[config.mk]
export PLATFORM = sky130hd
export DESIGN_NAME = mmsba_desc
export DESIGN_NICKNAME = d
export VERILOG_FILES = /design/src/sv/mmsba_pkg.sv /design/src/sv/mmsba_desc.sv
export SDC_FILE = /design/constraint.sdc
export NUM_CORES = 2
export LEC_CHECK = 0
export CORE_AREA = 2 2 552 554
export DETAILED_ROUTE_END_ITERATION = 10
export DIE_AREA = 0 0 554 556
export DONT_BUFFER_PORTS = 1
export PLACE_DENSITY = 0.3
export REMOVE_ABC_BUFFERS = 1
export SYNTH_ARGS = -nofsm -noshare
export SYNTH_HDL_FRONTEND = slang
export SYNTH_SLANG_ARGS = --single-unit
[constraint.sdc]
create_clock -name vclk -period 35.9
set_clock_uncertainty 0.1 [all_clocks]
set_input_delay 8.975 -clock vclk [all_inputs]
set_output_delay 8.975 -clock vclk [all_outputs]
set_load 0.01 [all_outputs]
[src/sv/mmsba_pkg.sv]
// Package for the memory-map scan and bump allocator.
// Holds widths, reset constants, status codes and the map statistics record.
// Depends on nothing; every module of the block imports it.
package mmsba_pkg;

  localparam int unsigned WordW = 64;
  localparam int unsigned PagesW = 52;
  localparam int unsigned PageShiftDefault = 12;
  localparam logic [WordW-1:0] IdentityLimitReset = 64'h0000_0001_0000_0000;

  localparam logic KindDescriptor = 1'b0;
  localparam logic KindRequest = 1'b1;

  typedef enum logic [1:0] {
    StatusOk      = 2'd0,
    StatusMapFail = 2'd1,
    StatusRefused = 2'd2
  } status_e;

  typedef struct packed {
    logic [WordW-1:0] desc_count;
    logic [WordW-1:0] conv_count;
    logic [WordW-1:0] total_sum;
    logic [WordW-1:0] usable_sum;
    logic [WordW-1:0] reserved_sum;
    logic [WordW-1:0] best_base;
    logic [WordW-1:0] best_pages;
    logic [WordW-1:0] seed_base;
    logic [WordW-1:0] seed_pages;
  } stats_t;

endpackage

[src/sv/mmsba_desc.sv]
// Descriptor scan: updates the map statistics for one descriptor.
// Also forms the parse check and the pool end for the seeded region.
// Depends on mmsba_pkg.
module mmsba_desc #(
  parameter int unsigned PageShift = mmsba_pkg::PageShiftDefault
) (
  input  mmsba_pkg::stats_t                 stats_i,
  input  logic                              first_i,
  input  logic                              conv_i,
  input  logic [mmsba_pkg::WordW-1:0]       base_i,
  input  logic [mmsba_pkg::PagesW-1:0]      pages_i,
  input  logic [mmsba_pkg::WordW-1:0]       limit_i,
  output mmsba_pkg::stats_t                 stats_o,
  output logic                              map_ok_o,
  output logic [mmsba_pkg::WordW-1:0]       pool_hi_o
);
  import mmsba_pkg::*;

  localparam logic [WordW-1:0] PageMask = (64'd1 << PageShift) - 64'd1;

  stats_t           cur;
  stats_t           nxt;
  logic [WordW-1:0] pages_w;
  logic [WordW-1:0] start;
  logic [WordW-1:0] end_al;
  logic [WordW-1:0] usable;
  logic [WordW-1:0] clip;
  logic [WordW-1:0] cand;

  always_comb begin
    cur = first_i ? '0 : stats_i;
    pages_w = {{(WordW-PagesW){1'b0}}, pages_i};
    start = (base_i + PageMask) & ~PageMask;
    end_al = (base_i + (pages_w << PageShift)) & ~PageMask;
    usable = (end_al > start) ? ((end_al - start) >> PageShift) : '0;
    clip = (end_al < limit_i) ? end_al : limit_i;
    cand = (clip > start) ? ((clip - start) >> PageShift) : '0;

    nxt = cur;
    nxt.desc_count = cur.desc_count + 64'd1;
    nxt.total_sum = cur.total_sum + pages_w;
    if (conv_i) begin
      nxt.conv_count = cur.conv_count + 64'd1;
      nxt.usable_sum = cur.usable_sum + usable;
      if (usable > cur.best_pages) begin
        nxt.best_pages = usable;
        nxt.best_base = start;
      end
      if (cand > cur.seed_pages) begin
        nxt.seed_pages = cand;
        nxt.seed_base = start;
      end
    end else begin
      nxt.reserved_sum = cur.reserved_sum + pages_w;
    end
  end

  assign stats_o = nxt;
  assign map_ok_o = (nxt.desc_count != '0) && (nxt.usable_sum != '0) &&
                    (nxt.seed_pages != '0);
  assign pool_hi_o = nxt.seed_base + (nxt.seed_pages << PageShift);

endmodule

==> metrics.yaml <==
floorplanning:
  die_w_um: 554
  dieArea_mm2: 0.308
  die_y_um: 556
  io_pins: 1399
  rows: 202
  core-area_mm2: 0.302
  start_util_pct: 11.4
yosys:
  yosys_warnings: 0
  syn_area_mm2: 0.0345
  synth_commonest_cells: "nand2_1, ha_1, a21oi_1"
  synth.distinct_cells: 93
  synth_cells: 5314
  syn_avg_cell_area_um2: 6.50
  synthTopCellsByArea: "ha_1, xnor2_1, a21oi_1, nand2_1, a21o_1"
  synth.most_common_cell: "nand2_1"
  synth_top_area_share_pct: 18.9
  ys_seq_area_share_pct: 0
  synth_top_cell_by_area: "ha_1"
critical_path:
  crit_top_cell: "o21ai_0"
  worstSetupStartpoint: "base_i[12]"
  cpMaxStageDelayCell: "or4_1"
  end_kind: "output pin"
  crit_arrival_ns: 25.53
  start_kind: "primary input"
  worstPathRequired_ns: 26.83
  critPathMaxStageDelay_ns: 0.64
  critPathKind: "primary input to output pin"
  cp_max_fo: 98
cells_and_area:
  nFillCells: 35200
  multi_input_area_mm2: 0.0331
  clkbuf_count: 0
  seq_area_um2: 0
  seq_cells: 0
  layout.nets: 6608
  area_growth_pct: 18.4
  drive_above_1_share_pct: 6.48
sta:
  worst_pin_slew_ns: 1.28
  whs_ns: 17.95
  final-setup-viol-count: 0
  drv_slew: 0
  grt_setup_unrepaired: "no"
  fin_crit_sh_pct: 96.4
  hold_viol: 0
  fin_crit_ns: 34.61
  worst_slack_ns: 1.29
  final.setup.tns_ns: 0
  fmax_mhz: 28.9
  max_slew_margin_pct: 14.7
global_route:
  antenna_found_initial: 136
  grt_usage_pct: 18.5
  grt_overflow: 0
  grt_max_degree: 352
  grt_pass1_vias: 41400
  grt_pass1_wl_mm: 389
drt:
  postRouteAntennaNets: 0
  vias_per_cell: 4.43
  via_count: 41500
  wl_mm: 302
  drtIter0Drc: 2803
  drt-pass1-iter-count: 6
  drc_errors: 0
  avgRoutedWirePerCell_um: 32.2
place:
  dp_slack_ns: 0.745
  hpwl_mm: 274
  globalplace.congestion: 0.952
  port_buffers: 0
outcome:
  status: "finished clean"
cts:
  cts_setup_buffers: 0
flow_run:
  drv_cap: 0
worst_hold_path:
  hp-class: "primary input to output pin"
  min_from: "stats_i[512]"
## cell type report
class | instances | area share (%)
antenna | 70 | 0.428
multi-input combinational | 4889 | 80.9
timing repair buffer | 237 | 4.72
inverter | 194 | 1.81
tap | 3978 | 12.2
## stage by stage
step | cell area (µm²) | util (%) | instances
after floorplan | 33600 | - | 5083
after global placement | 40700 | 13.5 | 9298
after detailed placement | 40700 | 13.5 | 9298
after CTS | 40700 | 13.5 | 9298
after global routing | 40800 | 13.5 | 9330
final | 40900 | 13.5 | 9368
## final timing paths
kind                            end  slack, ns  depth (start not counted)
worst max-delay path  pool_hi_o[60]       1.29                         68
worst min-delay path   stats_o[512]      17.95                          1
## placed cells by master, fill, tap and decap left out, types with 205 or more instances in the layout
cell type	instances
nand2_1	591
ha_1	521
nor2_1	454
a21oi_1	453
o21ai_0	344
xnor2_1	304
nor2b_1	277
a21o_1	264
buf_4	225
nand3_1	205
## routing by layer
metal	part of all wire (%)	GRT usage, %
met1	40	21.4
met4	3.1	4.67
met2	47	32.1
met3	9.3	6.80
met5	0.068	0
## logic make-up after synthesis
| family | share of synthesized area (%) |
|---|---|
| buffers and inverters | 4.78 |
| AND/OR/NAND/NOR | 31.7 |
| AO/OA/AOI/OAI | 28.7 |
| XOR/XNOR | 12.8 |
| multiplexers | 2.81 |
| adder cells (fa/ha/maj) | 19.3 |
## critical path, delay by kind of cell
family                   cells  cell delay, ns
XOR/XNOR                     3            0.53
adder cells (fa/ha/maj)      7            1.95
AND/OR/NAND/NOR             20            4.88
AO/OA/AOI/OAI               29            7.81
buffers and inverters        9            1.29
## timing repair
| action | 4_1_cts | 5_1_grt |
|---|---|---|
| endpoints found under the hold margin | 0 | 0 |
| gates resized for setup | 0 | 3 |
| hold buffers | 0 | 0 |
| endpoints found under the setup margin | 0 | 2 |
