### config.mk
export PLATFORM = sky130hd
export DESIGN_NAME = mmsba_alloc
export DESIGN_NICKNAME = d
export VERILOG_FILES = /design/src/sv/mmsba_pkg.sv /design/src/sv/mmsba_alloc.sv
export SDC_FILE = /design/constraint.sdc
export NUM_CORES = 1
export LEC_CHECK = 0
export BUFFER_PORTS_ARGS = -buffer_cell sky130_fd_sc_hd__buf_4
export CORE_MARGIN = 2
export CORE_UTILIZATION = 45
export DETAILED_ROUTE_END_ITERATION = 6
export PLACE_DENSITY = 0.7
export SYNTH_ARGS = -nofsm -noshare
export SYNTH_HDL_FRONTEND = slang
export SYNTH_SLANG_ARGS = --single-unit
### constraint.sdc
create_clock -name vclk -period 14
set_clock_uncertainty 0.05 [all_clocks]
set_input_delay 1.4 -clock vclk [all_inputs]
set_output_delay 1.4 -clock vclk [all_outputs]
set_load 0.03 [all_outputs]
### src/sv/mmsba_pkg.sv
// Package for the memory-map scan and bump allocator.
// Holds widths, reset constants, status codes and the map statistics record.
// Depends on nothing; every module of the block imports it.
package mmsba_pkg;

  localparam int unsigned WordW = 64;
  localparam int unsigned PagesW = 52;
  localparam int unsigned PageShiftDefault = 12;
  localparam logic [WordW-1:0] IdentityLimitReset = 64'h0000_0001_0000_0000;

  localparam logic KindDescriptor = 1'b0;
  localparam logic KindRequest = 1'b1;

  typedef enum logic [1:0] {
    StatusOk      = 2'd0,
    StatusMapFail = 2'd1,
    StatusRefused = 2'd2
  } status_e;

  typedef struct packed {
    logic [WordW-1:0] desc_count;
    logic [WordW-1:0] conv_count;
    logic [WordW-1:0] total_sum;
    logic [WordW-1:0] usable_sum;
    logic [WordW-1:0] reserved_sum;
    logic [WordW-1:0] best_base;
    logic [WordW-1:0] best_pages;
    logic [WordW-1:0] seed_base;
    logic [WordW-1:0] seed_pages;
  } stats_t;

endpackage

### src/sv/mmsba_alloc.sv
// Bump allocation check: aligns the cursor and bounds-checks one request.
// Purely combinational; the top level holds the cursor.
// Depends on mmsba_pkg.
module mmsba_alloc (
  input  logic [mmsba_pkg::WordW-1:0] next_i,
  input  logic [mmsba_pkg::WordW-1:0] hi_i,
  input  logic [mmsba_pkg::WordW-1:0] bytes_i,
  input  logic [mmsba_pkg::WordW-1:0] align_i,
  output logic                        ok_o,
  output logic [mmsba_pkg::WordW-1:0] addr_o,
  output logic [mmsba_pkg::WordW-1:0] next_o
);
  import mmsba_pkg::*;

  logic [WordW-1:0] amask;
  logic [WordW-1:0] start;
  logic             pow2;
  logic             bad_req;
  logic             bad_fit;

  always_comb begin
    amask = align_i - 64'd1;
    pow2 = (align_i != '0) && ((align_i & amask) == '0);
    start = (next_i + amask) & ~amask;
    bad_req = (bytes_i == '0) || !pow2 || (next_i > hi_i);
    bad_fit = (start < next_i) || (start > hi_i) || (bytes_i > (hi_i - start));
    ok_o = !bad_req && !bad_fit;
    addr_o = ok_o ? start : '0;
    next_o = start + bytes_i;
  end

endmodule

==> metrics.txt, run 1 <==
FFs & Latches 0; Worst EP required 12.55 ns; Seq/Total Area, Yosys 0%; CP most frequent cell buf_4; CP peak stage delay 0.59 ns; final WL between 90000 and 100000 um; I/O Pins 385; Synth Cell Area 0.0184 mm2; Tightest Hold Check Type input pin to output pin; post-synthesis instance total 2662; syn_nets 3306; commonest non-fill, non-tap cells in the layout 761 x buf_4, 354 x ha_1, 258 x inv_1; I/O Buffers just under 400; post-route cell area 0.0255 mm2; vias in the first global route about 23000; area used by multi-input combinational logic between 0.015 and 0.02 mm2; Initial DRT Pass Iterations 6; crit start category input pin; max_slew headroom under 10%; die area ~0.042 mm2; crit-path max FO 11; max cap viols 0; total grt overflow 0; most common cell after layout, fill and taps aside buf_4; Fmax a little over 70 MHz; Crit Path Category input pin to output pin; status finished, final reports clean; Period minus WS final 13.76 ns; Clock Buffer Count 0; Fillers 3748; Syn-to-layout area delta 38.8%; period utilization between 90% and 100%; Post-Syn Area per Cell 6.91 um2; initial antenna violation count 5; Post-CTS Hold Buffers 0; row count 74; HPWL Detailed 82000 um; number of nets in the layout slightly above 4000; DRT antenna net count 0; number of max-slew violations in the final report 0; DR iter-0 viols between 2000 and 2500; Worst Tran Pin Value around 1.4 ns; routed len/inst 24.0 um; Reg area 0 um2; Slowest-stage cell, CP or4_4; Crit. End Element output pin; Vias/cell ~6.3; # DRC 0; crit path DAT 12.31 ns; DR vias between 20000 and 25000; gr usage total between 40% and 50%; core area just over 0.04 mm2; largest net degree at the start of global routing 41; unique cell type count in the Yosys netlist 93; first-pass GRT wire length between 100000 and 150000 um; layout cells sized above 1 a little under a third; die span in x between 200 and 250 um; Die Span Y slightly above 200 um; Initial Util between 40% and 50%; final setup fails 0; Yosys Warn Count 0; endpoints failing hold 0; gp weighted congestion around 1.1; Post-DP Area 0.0244 mm2
[layer usage]
metal | vias to the layer above | part of all wire [%] | GRT usage, %
met3 | 311 | 9.4 | 5.91
li1 | 11300 | - | -
met4 | 6 | 7.1 | 24.6
met1 | 11500 | 39 | 51.6
met5 | - | 0.039 | 0
met2 | 1380 | 45 | 69.2
[cells in the mapped netlist (53+ instances only)]
cell     number  share of area (%)
ha_1        385                 26
a21oi_1     280                7.6
inv_1       258                5.3
nand2_1     211                4.3
nor2_1      163                3.3
a21o_1      153                6.2
o21ai_0     148                4.0
xnor2_1     101                4.8
nand4_1      90                3.1
xor2_1       61                2.9
a21oi_2      53                2.5
nand3_1      53                1.4
[through the flow]
stage / hold slack, ns / setup TNS (ns) / utilization [%] / cells / setup slack, ns
finish: 3.15 / 0 / 63.0 / 3915 / 0.241
global route: 3.16 / -2.92 / 62.9 / 3914 / -0.0793
CTS: 3.15 / 0 / 60.6 / 3894 / 0.000437
detailed placement: 3.15 / -38.73 / 60.2 / 3892 / -0.637
global placement: 3.15 / -3.39 / 60.2 / 3892 / -0.0758
floorplan: 3.02 / 0 / - / 2662 / 0.563
[timing repair]
item / 4_1_cts / 5_1_grt
buffers inserted: 2 / 18
endpoints found under the hold margin: 0 / 0
setup endpoints to repair: 65 / 65
gates cloned: 0 / 2
pin swaps: 7 / 51
resized for setup: 40 / 142
[critical path: cells and delay by family]
kind,cells,cell delay (ns)
xor gates and xnor gates,2,0.30
and+or+nand+nor,15,4.51
adders and majority gates,4,1.48
buffers and inverters,8,1.22
AOI/OAI and AO/OA,16,3.36
[worst paths after layout]
| check | to | depth (start not counted) | startpoint |
|---|---|---|---|
| worst min-delay path | next_o[0] | 3 | bytes_i[0] |
| worst max-delay path | addr_o[23] | 45 | align_i[9] |
[cells by family after synthesis]
kind of cell | count (synthesis) | share of synthesized area (%)
fa+ha+maj | 388 | 26.5
compound gates | 916 | 33.0
buf+inv | 326 | 7.76
simple gates | 850 | 23.8
mux | 20 | 1.14
xor+xnor | 162 | 7.72
[layout make-up]
class	count	share of cell area, %
multi-input cells	2336	69.7
diodes	1	0.00980
repair buffers	788	23.9
well taps	532	2.61
inverters	258	3.79
==> run 2: changes to the inputs <==
--- a/config.mk
+++ b/config.mk
@@ -5,11 +5,13 @@
 export SDC_FILE = /design/constraint.sdc
 export NUM_CORES = 1
 export LEC_CHECK = 0
+export ABC_AREA = 1
 export BUFFER_PORTS_ARGS = -buffer_cell sky130_fd_sc_hd__buf_4
-export CORE_MARGIN = 2
+export CAP_MARGIN = 20
+export CORE_MARGIN = 5
 export CORE_UTILIZATION = 45
 export DETAILED_ROUTE_END_ITERATION = 6
-export PLACE_DENSITY = 0.7
+export PLACE_DENSITY = 0.69
 export SYNTH_ARGS = -nofsm -noshare
 export SYNTH_HDL_FRONTEND = slang
 export SYNTH_SLANG_ARGS = --single-unit
==> run 2 against run 1 <==
Sequential share of layout area stayed put. Non-clock buffer count is 389 lower. Utilization is 9.6 points lower. Count of clock-buffer cells in the layout stayed put. Worst setup slack better by 1.5 ns. Critical endpoint is now addr_o[9]. Critical path type unchanged. Fmax is 12% higher.
==> metrics.txt, run 2 <==
cell taking the most area after synthesis ha_1; crit start category input pin; period utilization ~88%; LEAKAGE 14.4 nW; initial antenna violation count 4; Fmax between 80 and 90 MHz; Seq/Total Area, Yosys 0%; total grt overflow 0; HPWL Detailed ~90000 um; Yosys Warn Count 0; Tightest Hold Check Type input pin to output pin; PwrDens about 65 mW/mm2; DR iter-0 viols around 2200; I/O Buffers roughly 390; unique cell type count in the Yosys netlist 54; CP most frequent cell nor2_1; top-area cell type share of the netlist area a little under a quarter; Die Span Y 227 um; final WL 97500 um; Period minus WS final ~12 ns; Placed Cells about 5000; Post-CTS Hold Buffers 0; routed len/inst ~20 um; die span in x between 200 and 250 um; largest net degree at the start of global routing 66; CP peak stage delay between 0.4 and 0.5 ns; count leader, synth nand2_1; first-pass GRT wire length approximately 140000 um; Levels on crit path 61; cell family with most CP delay simple AND/OR/NAND/NOR gates; row count 79; Synth Cell Area 0.0212 mm2; most common cell after layout, fill and taps aside nand2_1; Crit. End Element output pin; endpoints failing hold 0; setup_tns 0 ns; crit path DAT between 10 and 15 ns; core area 0.0467 mm2; Initial Util a little under half; crit-path max FO 65; unrepaired setup endpoints after global routing no; Fillers approximately 5300; Initial DRT Pass Iterations 6; Vias/cell ~5.4; max cap viols 0; status finished, final reports clean; top cells by count, synth 1012 x nand2_1, 869 x inv_1, 489 x nor2_1, 385 x ha_1, 334 x a21oi_1; Worst EP required approximately 13 ns; DR vias 27100; Slowest-stage cell, CP nand2_4; final setup fails 0; max_slew headroom a little under two fifths; FFs & Latches 0; Post-CTS Resized 0; number of max-slew violations in the final report 0; maximum VDD drop 0.117 mV; layout cells sized above 1 11.1%; Crit Path Category input pin to output pin; I/O Pins between 300 and 400; gr usage total 35.6%; Syn-to-layout area delta 17.3%; commonest non-fill, non-tap cells in the layout 1012 x nand2_1, 869 x inv_1, 489 x nor2_1; WP buf/inv 14; number of nets in the layout 5028; gp weighted congestion about 1.1; dominant cells by area after synthesis ha_1 23%, nand2_1 18%, inv_1 15%, nor2_1 8.6%, a21oi_1 7.9%; Worst Tran Pin Value 0.927 ns; syn_nets 4634; Reg area 0 um2; DRT antenna net count 0; # DRC 0; vias in the first global route between 20000 and 30000; Layout Cells excl Fill approximately 5000; Hold Crit Depth 3; post-synthesis instance total ~4000; Clock Buffer Count 0; die area roughly 0.052 mm2; Setup Buffers After CTS 0; Post-Syn Area per Cell 5.32 um2
-- run 2: changes by cell type in the layout (fill, tap and decap cells not counted), moves of 47 or more --
cell | before | now
nor2_1 | 155 | 489
a21oi_1 | 256 | 334
nand3_1 | 50 | 168
a21o_1 | 152 | 6
nand2_1 | 207 | 1012
xnor2_1 | 101 | 54
inv_1 | 258 | 869
buf_4 | 761 | 399
a21oi_2 | 66 | 1
-- run 2: power breakdown --
group	total (mW)	switching, mW	internal (mW)
Combinational	1.62	1.06	0.559
Sequential	0	0	0
Clock	0.0000000383	0	0.0000000383
-- run 2: area by class of cell --
type | count | area [um2] | area share [%]
Multi-Input combinational cell | 3109 | 17900 | 71.7
Inverter | 874 | 3280 | 13.2
Timing Repair Buffer | 399 | 3000 | 12.0
Tap cell | 607 | 759 | 3.05
Antenna cell | 4 | 10.0 | 0.0402
-- run 2: worst paths after layout --
check             startpoint   endpoint  slack, ns
hold / removal    bytes_i[0]  next_o[0]       3.12
setup / recovery  align_i[1]  addr_o[9]       1.71
-- run 2: cells by family (layout without fill, tap and decap cells) --
group	count (synthesis)	count (layout)	share of synthesized area, %
xor+xnor	120	120	4.95
fa+ha+maj	388	388	23.0
other cells	0	4	0
mux	3	3	0.141
compound gates	665	665	17.6
buf+inv	881	1273	15.9
simple gates	1933	1933	38.4
-- run 2: per-layer routing --
metal | global-route usage [%] | share of wire, %
met5 | 0 | 0
met4 | 10.5 | 3.8
met3 | 5.16 | 9.1
met2 | 56.2 | 43
met1 | 50.3 | 44
-- run 2: metrics by stage --
| step | total power [mW] | worst slack, ns | area, um2 | hold slack (ns) | util, % |
|---|---|---|---|---|---|
| after floorplan | 1.04 | 4.05 | 21200 | 2.93 | - |
| after global placement | 1.58 | 1.79 | 24900 | 3.12 | 53.3 |
| after detailed placement | 1.58 | 1.86 | 24900 | 3.12 | 53.3 |
| after CTS | 1.59 | 1.82 | 24900 | 3.12 | 53.3 |
| after global routing | 1.77 | 0.739 | 24900 | 3.13 | 53.4 |
| final | 1.62 | 1.71 | 24900 | 3.12 | 53.4 |
(Power assumes the default switching activity.)
==> run 3: changes to the inputs <==
--- a/config.mk
+++ b/config.mk
@@ -5,13 +5,12 @@
 export SDC_FILE = /design/constraint.sdc
 export NUM_CORES = 1
 export LEC_CHECK = 0
-export ABC_AREA = 1
 export BUFFER_PORTS_ARGS = -buffer_cell sky130_fd_sc_hd__buf_4
 export CAP_MARGIN = 20
 export CORE_MARGIN = 5
 export CORE_UTILIZATION = 45
 export DETAILED_ROUTE_END_ITERATION = 6
-export PLACE_DENSITY = 0.69
+export PLACE_DENSITY = 0.7
 export SYNTH_ARGS = -nofsm -noshare
 export SYNTH_HDL_FRONTEND = slang
 export SYNTH_SLANG_ARGS = --single-unit
==> run 3 against run 2 <==
Count of clock-buffer cells in the layout unchanged. Hold slack better by 0.033 ns. Worst setup slack worse by 1.5 ns. Largest cell class unchanged. Utilization up 10 points. Fmax down 11%. Routed wire length down 1.7%. Critical path type unchanged.
==> metrics.txt, run 3 (synthesis results as in run 1) <==
Fmax between 70 and 80 MHz; max_slew headroom between 30% and 40%; routed len/inst between 20 and 25 um; Crit. End Element output pin; Comb power frac 100.0%; # DRC 0; vias in the first global route between 20000 and 25000; PwrDens approximately 73 mW/mm2; die span in x around 210 um; core area around 0.04 mm2; power share of the clock group 0%; Slowest-stage cell, CP or4_4; Initial DRT Pass Iterations 6; total net switching power 1.08 mW; Crit Path Category input pin to output pin; row count 74; post-route cell area about 0.026 mm2; Period minus WS final 13.81 ns; crit path DAT roughly 12 ns; Reg area 0 um2; Post-CTS Hold Buffers 0; status finished, final reports clean; Syn-to-layout area delta 40.4%; first-pass GRT wire length between 100000 and 150000 um; Reg power frac 0%; max cap viols 0; Hold Crit Depth 3; total grt overflow 0; commonest non-fill, non-tap cells in the layout 825 x buf_4, 368 x ha_1, 258 x inv_1; Sw Ratio 57.7%; number of nets in the layout roughly 4100; DR vias about 25000; Initial Util 45.2%; Worst EP required 12.55 ns; hold wc startpoint bytes_i[0]; setup_tns 0 ns; number of max-slew violations in the final report 0; pre-CTS setup slack -0.769 ns; FFs & Latches 0; largest net degree at the start of global routing 25; Placed Cells a little under 4000; Power, Total 1.88 mW; I/O Pins slightly below 400; die area roughly 0.045 mm2; gp weighted congestion about 1.1; crit-path max FO 7; cell family with most CP delay simple AND/OR/NAND/NOR gates; final setup fails 0; HPWL Detailed 83500 um; P_int 0.796 mW; layout cells sized above 1 a little under a third; Hold Path Sink next_o[0]; setup ws final just under 0.2 ns; WP buf/inv 12; Clock Buffer Count 0; Die Span Y approximately 210 um; DRT antenna net count 0; endpoints failing hold 0; Post-DP Area ~0.025 mm2; period utilization 98.6%; crit start category input pin; most common cell after layout, fill and taps aside buf_4; DR iter-0 viols about 2300; CP peak stage delay around 0.56 ns; Tightest Hold Check Type input pin to output pin; maximum VDD drop roughly 0.075 mV; gr usage total approximately two fifths; area used by multi-input combinational logic 0.0177 mm2; I/O Buffers roughly 390; Vias/cell about 6.3; final WL between 90000 and 100000 um; initial antenna violation count 6; Layout Cells excl Fill approximately 4000; LEAKAGE 13.1 nW; Fillers around 3800; CP most frequent cell buf_4; Worst Tran Pin Value about 0.90 ns
## run 3: cell count changes in the layout (fill, tap and decap cells not counted), moves of 46 or more
cell and delta:
nand2_1 -804, inv_1 -611, buf_4 +426, nor2_1 -335, a21o_1 +146, nand3_1 -118, a21oi_1 -78, a21oi_2 +72
xnor2_1 +46
## run 3: what timing repair did
action / CTS / global route
cloned: 1 / 4
gates resized for setup: 39 / 117
endpoints found under the setup margin: 65 / 65
pin swaps: 9 / 38
setup buffers: 4 / 19
## run 3: metrics by stage
stage               utilization [%]  hold WS [ns]
global placement               61.0          3.14
global route                   63.5          3.17
detailed placement             61.0          3.14
CTS                            61.6          3.15
floorplan                         -          3.02
finish                         63.5          3.15
## run 3: power by group through the flow
stage,clock network [mW],logic (mW),registers [mW]
floorplan,0,1.05,0
global placement,0,1.74,0
detailed placement,0,1.77,0
CTS,0,1.80,0
global route,0,2.01,0
finish,0.00000000957,1.88,0
## run 3: routing by layer
metal	vias up	GRT usage (%)	part of all wire, %	wire, um
met5	-	0	0.065	62
met4	10	20.9	6.9	6630
met3	338	5.25	9.0	8600
met2	1350	65.8	45	42800
met1	11700	48.6	39	37800
li1	11500	-	-	-
## run 3: final cells by class
class,instances,share of cell area [%]
multi-input cells,2336,68.4
repair buffers,843,25.2
inverters,258,3.75
well taps,532,2.58
diodes,1,0.00969
## run 3: worst max path at each step
stage | from | end | slack [ns] | depth (start not counted)
finish | align_i[3] | addr_o[59] | 0.19 | 51
global route | align_i[3] | addr_o[19] | -0.1 | 54
CTS | align_i[3] | addr_o[59] | 0.04 | 53
detailed placement | align_i[3] | addr_o[59] | -0.77 | 49
global placement | align_i[3] | addr_o[2] | -0.49 | 49
floorplan | align_i[3] | addr_o[54] | 0.56 | 47
## run 3: tightest hold or removal path, delay by kind of cell
kind                       cells  cell delay, ns
buffers and inverters          2            0.26
adders and majority gates      1            0.13
